## src/rtl/core/gass_pkg.sv

```systemverilog
// ----------------------------------------------------------------------------
// gass_pkg
// Shared constants, types and helpers for the global alignment strip scorer.
// ----------------------------------------------------------------------------
package gass_pkg;

    localparam int STRIP_COLUMNS = 64;
    localparam int REF_DEPTH     = STRIP_COLUMNS - 1;
    localparam int COL_W         = $clog2(STRIP_COLUMNS);
    localparam int CNT_W         = $clog2(STRIP_COLUMNS + 1);
    localparam int PADDR_W       = 5;
    localparam int IDX_W         = PADDR_W - 2;

    localparam logic [1:0] KIND_LOAD  = 2'd0;
    localparam logic [1:0] KIND_ROW   = 2'd1;
    localparam logic [1:0] KIND_BEGIN = 2'd2;

    localparam logic [IDX_W-1:0] REG_MATCH    = 3'd0;
    localparam logic [IDX_W-1:0] REG_MISMATCH = 3'd1;
    localparam logic [IDX_W-1:0] REG_GAP      = 3'd2;
    localparam logic [IDX_W-1:0] REG_OFFSET   = 3'd3;
    localparam logic [IDX_W-1:0] REG_WIDTH    = 3'd4;
    localparam logic [IDX_W-1:0] REG_FIRST    = 3'd5;

    typedef struct packed {
        logic signed [7:0] match_score;
        logic signed [7:0] mismatch_score;
        logic signed [7:0] gap_score;
        logic [23:0]       strip_offset;
        logic [6:0]        strip_width;
        logic              first_strip;
    } t_cfg;

    typedef enum logic [2:0] {
        S_IDLE,
        S_MUL,
        S_HEAD,
        S_COLA,
        S_COLB,
        S_DONE,
        S_FILL
    } t_state;

    function automatic logic [31:0] sext8(input logic [7:0] v);
        return {{24{v[7]}}, v};
    endfunction

    function automatic logic [31:0] smax(input logic [31:0] a, input logic [31:0] b);
        return ($signed(a) >= $signed(b)) ? a : b;
    endfunction

endpackage

```

## src/rtl/core/gass_in_if.sv

```systemverilog
// ----------------------------------------------------------------------------
// gass_in_if
// Input channel: load, row and begin items.
// ----------------------------------------------------------------------------
interface gass_in_if;
    logic              valid;
    logic              ready;
    logic [1:0]        kind;
    logic [7:0]        base;
    logic [5:0]        ref_position;
    logic signed [31:0] left_score;

    modport source (output valid, output kind, output base, output ref_position,
                    output left_score, input ready);
    modport sink   (input valid, input kind, input base, input ref_position,
                    input left_score, output ready);
endinterface

```

## src/rtl/core/gass_out_if.sv

```systemverilog
// ----------------------------------------------------------------------------
// gass_out_if
// Result channel: row number and rightmost strip score.
// ----------------------------------------------------------------------------
interface gass_out_if;
    logic               valid;
    logic               ready;
    logic [23:0]        row_number;
    logic signed [31:0] right_score;

    modport source (output valid, output row_number, output right_score, input ready);
    modport sink   (input valid, input row_number, input right_score, output ready);
endinterface

```

## src/rtl/core/gass_regs.sv

```systemverilog
// ----------------------------------------------------------------------------
// gass_regs
// APB configuration registers: scores, strip placement and boundary mode.
// ----------------------------------------------------------------------------
module gass_regs (
    input  logic                        i_clk,
    input  logic                        i_rst_n,
    input  logic                        psel,
    input  logic                        penable,
    input  logic                        pwrite,
    input  logic [gass_pkg::PADDR_W-1:0] paddr,
    input  logic [31:0]                 pwdata,
    output logic [31:0]                 prdata,
    output logic                        pready,
    output gass_pkg::t_cfg              o_cfg
);
    import gass_pkg::*;

    t_cfg             r_cfg;
    logic [IDX_W-1:0] idx;
    logic             wr_en;

    assign idx    = paddr[PADDR_W-1:2];
    assign wr_en  = psel && penable && pwrite;
    assign pready = 1'b1;
    assign o_cfg  = r_cfg;

    always_ff @(posedge i_clk) begin
        if (!i_rst_n) begin
            r_cfg.match_score    <= 8'sd1;
            r_cfg.mismatch_score <= -8'sd1;
            r_cfg.gap_score      <= -8'sd1;
            r_cfg.strip_offset   <= 24'd0;
            r_cfg.strip_width    <= 7'd64;
            r_cfg.first_strip    <= 1'b1;
        end else if (wr_en) begin
            unique case (idx)
                REG_MATCH:    r_cfg.match_score    <= pwdata[7:0];
                REG_MISMATCH: r_cfg.mismatch_score <= pwdata[7:0];
                REG_GAP:      r_cfg.gap_score      <= pwdata[7:0];
                REG_OFFSET:   r_cfg.strip_offset   <= pwdata[23:0];
                REG_WIDTH:    r_cfg.strip_width    <= pwdata[6:0];
                REG_FIRST:    r_cfg.first_strip    <= pwdata[0];
                default: ;
            endcase
        end
    end

    always_comb begin
        unique case (idx)
            REG_MATCH:    prdata = sext8(r_cfg.match_score);
            REG_MISMATCH: prdata = sext8(r_cfg.mismatch_score);
            REG_GAP:      prdata = sext8(r_cfg.gap_score);
            REG_OFFSET:   prdata = {8'd0, r_cfg.strip_offset};
            REG_WIDTH:    prdata = {25'd0, r_cfg.strip_width};
            REG_FIRST:    prdata = {31'd0, r_cfg.first_strip};
            default:      prdata = 32'd0;
        endcase
    end

endmodule

```

## src/rtl/core/global_alignment_strip_scorer.sv

```systemverilog
// ----------------------------------------------------------------------------
// global_alignment_strip_scorer
// Linear-gap Needleman-Wunsch scorer for one vertical strip of the matrix.
// ----------------------------------------------------------------------------
// Usage:
//   i_in carries load, row and begin items; o_out returns one result per row.
//   A load transfer writes one reference base and leaves the channel ready.
//   A begin transfer refills the stored row with (column+offset)*gap and
//   clears the row counter; ready stays low until the refill is done.
//   A row transfer walks columns 1 to W-1 (W = width clamped to 2..STRIP_COLUMNS),
//   each in states S_COLA and S_COLB: ready stays low through S_MUL, S_HEAD, the
//   walk and S_DONE, and the result register is loaded as S_DONE is left.
//   The previous-row memory has one write and one read port; the column walk
//   is bound by the two compares per cell.
//   The result sits in an output register; later load items are still taken
//   while it waits, and a row finishing behind a stalled result waits for it.
//   After reset the stored row is filled with the reset first row, one entry
//   a cycle, with ready low until the fill is done; APB writes are taken.
//   Configuration registers sit on the APB port at byte address 4*index.
// ----------------------------------------------------------------------------
module global_alignment_strip_scorer (
    input  logic                         i_clk,
    input  logic                         i_rst_n,
    gass_in_if.sink                      i_in,
    gass_out_if.source                   o_out,
    input  logic                         psel,
    input  logic                         penable,
    input  logic                         pwrite,
    input  logic [gass_pkg::PADDR_W-1:0] paddr,
    input  logic [31:0]                  pwdata,
    output logic [31:0]                  prdata,
    output logic                         pready
);
    import gass_pkg::*;

    t_cfg              cfg;
    t_state            r_state, n_state;

    logic [CNT_W-1:0]  r_col;
    logic [23:0]       r_row_cnt;
    logic [31:0]       r_acc;
    logic [7:0]        r_step;
    logic              r_is_row;
    logic [7:0]        r_base_q;
    logic [31:0]       r_left;
    logic [31:0]       r_cur, r_diag, r_best;
    logic [31:0]       r_prev_rd;
    logic [7:0]        r_ref_rd;
    logic              r_out_valid;
    logic [23:0]       r_out_row;
    logic [31:0]       r_out_score;

    logic [31:0]       prev_mem [STRIP_COLUMNS];
    logic [7:0]        ref_mem  [REF_DEPTH];

    logic              in_fire, out_free;
    logic [CNT_W-1:0]  width_m1;
    logic              col_last, fill_last;
    logic [31:0]       gap_ext, sub, head_val, best_a, col_best, mul_p;
    logic [23:0]       mul_a;
    logic              prev_we;
    logic [COL_W-1:0]  prev_waddr, prev_raddr;
    logic [CNT_W-1:0]  prev_rnext, ref_rnext;
    logic [31:0]       prev_wdata;
    logic              ref_we;
    logic [COL_W-1:0]  ref_raddr;

    gass_regs u_regs (
        .i_clk   (i_clk),
        .i_rst_n (i_rst_n),
        .psel    (psel),
        .penable (penable),
        .pwrite  (pwrite),
        .paddr   (paddr),
        .pwdata  (pwdata),
        .prdata  (prdata),
        .pready  (pready),
        .o_cfg   (cfg)
    );

    assign i_in.ready = (r_state == S_IDLE);
    assign in_fire    = i_in.valid && i_in.ready;
    assign out_free   = !r_out_valid || o_out.ready;

    assign o_out.valid       = r_out_valid;
    assign o_out.row_number  = r_out_row;
    assign o_out.right_score = r_out_score;

    always_comb begin
        if (cfg.strip_width < 7'd2) begin
            width_m1 = CNT_W'(1);
        end else if (32'(cfg.strip_width) > STRIP_COLUMNS) begin
            width_m1 = CNT_W'(STRIP_COLUMNS - 1);
        end else begin
            width_m1 = CNT_W'(cfg.strip_width - 7'd1);
        end
    end

    assign col_last  = (r_col >= width_m1);
    assign fill_last = (r_col == CNT_W'(STRIP_COLUMNS - 1));

    // shared arithmetic
    assign gap_ext  = sext8(cfg.gap_score);
    assign mul_a    = r_is_row ? r_row_cnt : cfg.strip_offset;
    assign mul_p    = {8'd0, mul_a} * gap_ext;
    assign head_val = cfg.first_strip ? r_acc : r_left;
    assign sub      = (r_ref_rd == r_base_q) ? sext8(cfg.match_score)
                                             : sext8(cfg.mismatch_score);
    assign best_a   = smax(r_diag + sub, r_prev_rd + gap_ext);
    assign col_best = smax(r_best, r_cur + gap_ext);

    always_comb begin
        n_state = r_state;
        unique case (r_state)
            S_IDLE: begin
                if (in_fire && (i_in.kind == KIND_ROW || i_in.kind == KIND_BEGIN)) begin
                    n_state = S_MUL;
                end
            end
            S_MUL:  n_state = r_is_row ? S_HEAD : S_FILL;
            S_HEAD: n_state = S_COLA;
            S_COLA: n_state = S_COLB;
            S_COLB: n_state = col_last ? S_DONE : S_COLA;
            S_DONE: n_state = out_free ? S_IDLE : S_DONE;
            S_FILL: n_state = fill_last ? S_IDLE : S_FILL;
            default: n_state = S_IDLE;
        endcase
    end

    always_comb begin
        prev_we    = 1'b0;
        prev_waddr = COL_W'(r_col);
        prev_wdata = r_acc;
        prev_rnext = '0;
        ref_rnext  = '0;
        unique case (r_state)
            S_FILL: begin
                prev_we = 1'b1;
            end
            S_HEAD: begin
                prev_we    = 1'b1;
                prev_waddr = '0;
                prev_wdata = head_val;
                prev_rnext = CNT_W'(1);
            end
            S_COLB: begin
                prev_we    = 1'b1;
                prev_wdata = col_best;
                prev_rnext = r_col + CNT_W'(1);
                ref_rnext  = r_col;
            end
            default: ;
        endcase
    end

    assign prev_raddr = (32'(prev_rnext) < STRIP_COLUMNS) ? COL_W'(prev_rnext) : '0;
    assign ref_raddr  = (32'(ref_rnext) < REF_DEPTH) ? COL_W'(ref_rnext) : '0;
    assign ref_we     = in_fire && (i_in.kind == KIND_LOAD)
                        && (32'(i_in.ref_position) < REF_DEPTH);

    always_ff @(posedge i_clk) begin
        if (prev_we) begin
            prev_mem[prev_waddr] <= prev_wdata;
        end
        r_prev_rd <= prev_mem[prev_raddr];
    end

    always_ff @(posedge i_clk) begin
        if (ref_we) begin
            ref_mem[COL_W'(i_in.ref_position)] <= i_in.base;
        end
        r_ref_rd <= ref_mem[ref_raddr];
    end

    always_ff @(posedge i_clk) begin
        if (!i_rst_n) begin
            r_state     <= S_FILL;
            r_col       <= '0;
            r_acc       <= 32'd0;
            r_step      <= 8'hFF;
            r_row_cnt   <= 24'd0;
            r_out_valid <= 1'b0;
        end else begin
            r_state <= n_state;
            if (in_fire && i_in.kind == KIND_ROW) begin
                r_row_cnt <= r_row_cnt + 24'd1;
            end else if (in_fire && i_in.kind == KIND_BEGIN) begin
                r_row_cnt <= 24'd0;
            end
            unique case (r_state)
                S_MUL: begin
                    r_acc  <= mul_p;
                    r_step <= cfg.gap_score;
                    r_col  <= '0;
                end
                S_HEAD: r_col <= CNT_W'(1);
                S_COLB: begin
                    if (!col_last) begin
                        r_col <= r_col + CNT_W'(1);
                    end
                end
                S_FILL: begin
                    r_acc <= r_acc + sext8(r_step);
                    r_col <= r_col + CNT_W'(1);
                end
                default: ;
            endcase
            if (o_out.ready) begin
                r_out_valid <= 1'b0;
            end
            if (r_state == S_DONE && out_free) begin
                r_out_valid <= 1'b1;
            end
        end
    end

    always_ff @(posedge i_clk) begin
        if (in_fire) begin
            r_is_row <= (i_in.kind == KIND_ROW);
            r_base_q <= i_in.base;
            r_left   <= i_in.left_score;
        end
        unique case (r_state)
            S_HEAD: begin
                r_cur  <= head_val;
                r_diag <= r_prev_rd;
            end
            S_COLA: begin
                r_best <= best_a;
                r_diag <= r_prev_rd;
            end
            S_COLB: r_cur <= col_best;
            default: ;
        endcase
        if (r_state == S_DONE && out_free) begin
            r_out_row   <= r_row_cnt;
            r_out_score <= r_cur;
        end
    end

    a_row_count: assert property (@(posedge i_clk) disable iff (!i_rst_n)
        (in_fire && i_in.kind == KIND_ROW) |=> (r_row_cnt == $past(r_row_cnt) + 24'd1))
        else $error("row counter did not advance on a row transfer");

    a_begin_clear: assert property (@(posedge i_clk) disable iff (!i_rst_n)
        (in_fire && i_in.kind == KIND_BEGIN) |=> (r_row_cnt == 24'd0))
        else $error("row counter not cleared by begin");

    a_result_src: assert property (@(posedge i_clk) disable iff (!i_rst_n)
        $rose(r_out_valid) |-> ($past(r_state) == S_DONE))
        else $error("result raised outside row completion");

    a_col_range: assert property (@(posedge i_clk) disable iff (!i_rst_n)
        (r_state == S_COLA || r_state == S_COLB)
        |-> (r_col != '0 && 32'(r_col) < STRIP_COLUMNS))
        else $error("column index out of range during row walk");

endmodule
```

## src/flat_wrapper.sv

```systemverilog
// flat-port wrapper written by rule: the top's interface ports become plain ports
module global_alignment_strip_scorer_flat import gass_pkg::*;
  (i_clk, i_rst_n, psel, penable, pwrite, paddr, pwdata, prdata, pready, i_in_valid, i_in_kind, i_in_base, i_in_ref_position, i_in_left_score, i_in_ready, o_out_valid, o_out_row_number, o_out_right_score, o_out_ready);
  gass_in_if i_in_i ();
  gass_out_if o_out_i ();
  input  logic i_clk;
  input  logic i_rst_n;
  input  logic psel;
  input  logic penable;
  input  logic pwrite;
  input  logic [gass_pkg::PADDR_W-1:0] paddr;
  input  logic [31:0] pwdata;
  output logic [31:0] prdata;
  output logic pready;
  input wire logic [$bits(i_in_i.valid)-1:0] i_in_valid;
  input wire logic [$bits(i_in_i.kind)-1:0] i_in_kind;
  input wire logic [$bits(i_in_i.base)-1:0] i_in_base;
  input wire logic [$bits(i_in_i.ref_position)-1:0] i_in_ref_position;
  input wire logic [$bits(i_in_i.left_score)-1:0] i_in_left_score;
  output wire logic [$bits(i_in_i.ready)-1:0] i_in_ready;
  output wire logic [$bits(o_out_i.valid)-1:0] o_out_valid;
  output wire logic [$bits(o_out_i.row_number)-1:0] o_out_row_number;
  output wire logic [$bits(o_out_i.right_score)-1:0] o_out_right_score;
  input wire logic [$bits(o_out_i.ready)-1:0] o_out_ready;
  assign i_in_i.valid = i_in_valid;
  assign i_in_i.kind = i_in_kind;
  assign i_in_i.base = i_in_base;
  assign i_in_i.ref_position = i_in_ref_position;
  assign i_in_i.left_score = i_in_left_score;
  assign i_in_ready = i_in_i.ready;
  assign o_out_valid = o_out_i.valid;
  assign o_out_row_number = o_out_i.row_number;
  assign o_out_right_score = o_out_i.right_score;
  assign o_out_i.ready = o_out_ready;
  global_alignment_strip_scorer u_core (.i_clk(i_clk), .i_rst_n(i_rst_n), .i_in(i_in_i), .o_out(o_out_i), .psel(psel), .penable(penable), .pwrite(pwrite), .paddr(paddr), .pwdata(pwdata), .prdata(prdata), .pready(pready));
endmodule
```

## config.mk

```make
export PLATFORM = sky130hd
export DESIGN_NAME = global_alignment_strip_scorer_flat
export DESIGN_NICKNAME = d
export VERILOG_FILES = /design/src/rtl/core/gass_pkg.sv /design/src/rtl/core/gass_in_if.sv /design/src/rtl/core/gass_out_if.sv /design/src/rtl/core/gass_regs.sv /design/src/rtl/core/global_alignment_strip_scorer.sv /design/src/flat_wrapper.sv
export SDC_FILE = /design/constraint.sdc
export NUM_CORES = 2
export LEC_CHECK = 0
export BUFFER_PORTS_ARGS = -buffer_cell sky130_fd_sc_hd__buf_2
export CORE_MARGIN = 1
export CORE_UTILIZATION = 35
export CTS_BUF_LIST = sky130_fd_sc_hd__clkbuf_2
export DETAILED_ROUTE_END_ITERATION = 7
export GPL_TIMING_DRIVEN = 0
export SLEW_MARGIN = 5
export SYNTH_ARGS = -nofsm -noshare
export SYNTH_HDL_FRONTEND = slang
export SYNTH_SLANG_ARGS = --single-unit
```

## constraint.sdc

```tcl
create_clock -name i_clk -period 8.5 [get_ports i_clk]
set_input_delay 1.7 -clock i_clk [delete_from_list [all_inputs] [get_ports i_clk]]
set_output_delay 1.7 -clock i_clk [all_outputs]
set_load 0.02 [all_outputs]
```

==> flow_summary.toml <==
[synth]
synth_edf_count = 2745
syn-cell-area_sq_um = 129000
synth_fp_nets = 10800
synth_ff_type = "edfxtp_1"
synth_seq_area_share = 0.665
syn_avg_cell_area_sq_um = 12.5
yosys_warnings = 0
ys_async_sr_fraction = 0
ys_seq_elements = 2916
synthCells = 10300
synth_cell_types = 93

[sta]
max_slew_margin = -0.0198
tns_ns = 0
setup_viol = 0
setup_ws_ns = 0.302
timing.fmax_ghz = 0.122
finalHoldViolations = 0
drv_slew = 1
post-route-min-period_ns = 8.20
finalCritPeriodShare = 0.965
fin_skew_ns = 0.225
grt_setup_unrepaired = "no"
worst_pin_slew_ns = 1.53

[setup_path]
crit_path_start_kind = "flip-flop"
crit_required_ns = 10.46
cp_max_fo = 12
cp_slowest_cell = "dfxtp_1"
critPathArrivalTime_ns = 10.15
cpMostUsedCell = "buf_4"
cp_num_buf_inv = 8
crit_family = "compound AO/OA/AOI/OAI gates"
reg2reg_from = "u_core.u_regs.o_cfg[32]"
worst_setup_path_end_kind = "flip-flop"
rr_worst_depth = 29
reg2reg_to = "u_core.prev_mem[16][24]"
crit_type = "flip-flop to flip-flop"
reg2reg_setup_slack_ns = 0.30
cp_slowest_stage_delay_ns = 0.52

[grt]
track_usage = 0.228
grt_pass1_vias = 88000
grt_start_max_net_pins = 65
overflow = 0
grt_pass1_wl_mm = 618
antenna_found_initial = 22

[placement]
pre_cts_slack_ns = 0.423
gp_congestion = 1.02
hpwl_mm = 305
port_buffers = 165

[final_layout]
final_util = 0.401
fillers = 34800
final_layout_size_suffix_gt1_frac = 0.151
areaGrowthSynthToFinish_pct = 13.7
nets = 11900

[clocking]
clock_latency_ns = 2.33
clk_pin_slew_ns = 0.11
cts_made_buffers = 707
cts_tree = "built"
clock_sinks = 2916
htreeDepth = 6
cts.path.max_buffers = 4
root_buffer = "clkbuf_2"

[floorplan]
fp.coreArea_sq_um = 366000
die_y_microns = 609
initial_core_util = 0.352
io_pins = 183
die_area_sq_um = 371000
rows = 222
die_w_microns = 609

[detailed_routing]
post-route-drc-count = 2
avgRoutedWirePerCell_microns = 26.1
wl_mm = 438
drtPass1Iterations = 7
antenna_left = 0
drtIter0Drc = 11400
viasPerCell = 5.54
num_vias = 92800

[power]
irDropWorstVdd_v = 0.000290
powerDensity_nw_per_um2 = 353
p_leak_nw = 52.9

[run_status]
violations = "design-rule violations, max-slew violations"
status = "complete, but fails checks"

[hold_path]
worstHoldPathType = "input port to flip-flop"
hold_path_depth = 1
hold_start = "i_in_base[0]"
worstHoldEndpoint = "u_core.ref_mem[58][0]"

[run]
max-cap-violations = 0
registers in the layout, summed over array words and instances, names as in the netlist:
signal and cells:
u_core.o_out.right_score 32, u_core.o_out.row_number 24, u_core.o_out.valid 1, u_core.prev_mem 2048
u_core.r_acc 32, u_core.r_base_q 8, u_core.r_best 32, u_core.r_col 7
u_core.r_cur 32, u_core.r_diag 32, u_core.r_is_row 1, u_core.r_left 32
u_core.r_prev_rd 32, u_core.r_ref_rd 8, u_core.r_row_cnt 24, u_core.r_state 3
u_core.r_step 8, u_core.ref_mem 504, u_core.u_regs.o_cfg 56
final cells by class:
class / count / area [sq um] / share of cell area
flip-flops and latches: 2916 / 85900 / 0.585
multi-input cells: 6527 / 40600 / 0.276
well taps: 4816 / 6030 / 0.0410
clock buffers: 1025 / 5130 / 0.0349
repair buffers: 377 / 4350 / 0.0296
plain buffers: 603 / 2540 / 0.0173
clock inverters: 217 / 1290 / 0.00878
inverters: 264 / 991 / 0.00675
diodes: 16 / 40.0 / 0.000273
report_power, final:
group          switching (W)  leakage (nW)  internal, W
registers           0.000419          26.5       0.0189
logic                 0.0164          21.6      0.00668
clock network        0.00582          4.83      0.00362
total                 0.0227          52.9       0.0292
cells in the final DEF, fill, tap and decap left out, types with 273 or more instances in the layout:
cell type / count
nor2_1: 319
buf_2: 311
and3_1: 279
a31oi_1: 322
ha_1: 273
clkbuf_1: 368
edfxtp_1: 2745
nand3_1: 668
nand2_1: 2305
clkbuf_2: 1030
a21oi_1: 379
how the worst max path moves through the flow:
stage                       startpoint                 endpoint  slack [ns]  cells after the start
6_report       u_core.u_regs.o_cfg[32]  u_core.prev_mem[16][24]        0.30                     29
5_1_grt                u_core.r_is_row         u_core.r_acc[27]        0.10                     20
4_1_cts        u_core.u_regs.o_cfg[32]  u_core.prev_mem[20][24]        0.35                     29
3_5_place_dp   u_core.u_regs.o_cfg[32]  u_core.prev_mem[19][24]        0.42                     29
3_3_place_gp   u_core.u_regs.o_cfg[39]   u_core.prev_mem[4][14]       -8.91                     22
2_1_floorplan  u_core.u_regs.o_cfg[39]   u_core.prev_mem[0][13]     0.00006                     22
per-layer routing:
layer,wire [microns],vias up,part of all wire,track usage
met5,139,-,0.00032,0
met4,22000,10,0.050,0.108
met3,46400,1018,0.11,0.0541
met2,197000,5215,0.45,0.355
met1,172000,45900,0.39,0.299
li1,-,40700,-,-
cells in the mapped netlist (all sizes together), types with 107 or more instances:
master / instances / area share
and3: 279 / 0.014
a21oi: 380 / 0.015
inv: 263 / 0.0076
mux2i: 167 / 0.013
a21o: 107 / 0.0062
buf: 229 / 0.0087
o21ai: 161 / 0.0063
dfxtp: 171 / 0.027
a211oi: 109 / 0.0064
nor2: 387 / 0.011
fa: 137 / 0.021
ha: 273 / 0.026
edfxtp: 2745 / 0.64
nand3: 668 / 0.026
a31oi: 323 / 0.016
clkbuf: 374 / 0.011
nand2: 2313 / 0.067
nor2b: 167 / 0.0081
kinds of logic after synthesis:
logic type | after synthesis | share of synthesized area
compound gates | 1606 | 0.0846
xor+xnor | 145 | 0.00994
fa+ha+maj | 410 | 0.0477
buf+inv | 867 | 0.0273
flops | 2916 | 0.665
mux | 251 | 0.0251
other cells | 1 | 0.0000290
simple gates | 4114 | 0.140
metrics by stage:
stage                     cell area [sq um]  hold WS, ns  std cells  power [W]
after detailed placement             140000        0.429      15400     0.0420
after CTS                            147000       0.0228      16700     0.0513
after global routing                 147000       0.0311      16800     0.0538
after floorplan                      129000        0.406      10300     0.0320
after global placement               136000        0.427      15300     0.0414
final                                147000        0.167      16800     0.0519
timing repair:
item	in CTS	in global routing
setup buffers	0	0
hold endpoints to repair	96	26
gates resized for setup	0	3
endpoints found under the setup margin	0	20
hold buffers	70	3
worst reg2reg max path, delay by kind of cell, from the launching register on:
kind / cells / cell delay (ns)
buf+inv: 8 / 2.05
simple gates: 4 / 0.46
xor+xnor: 1 / 0.37
compound gates: 13 / 3.51
fa+ha+maj: 3 / 1.15
flops: 1 / 0.52
(Power assumes the default switching activity.)
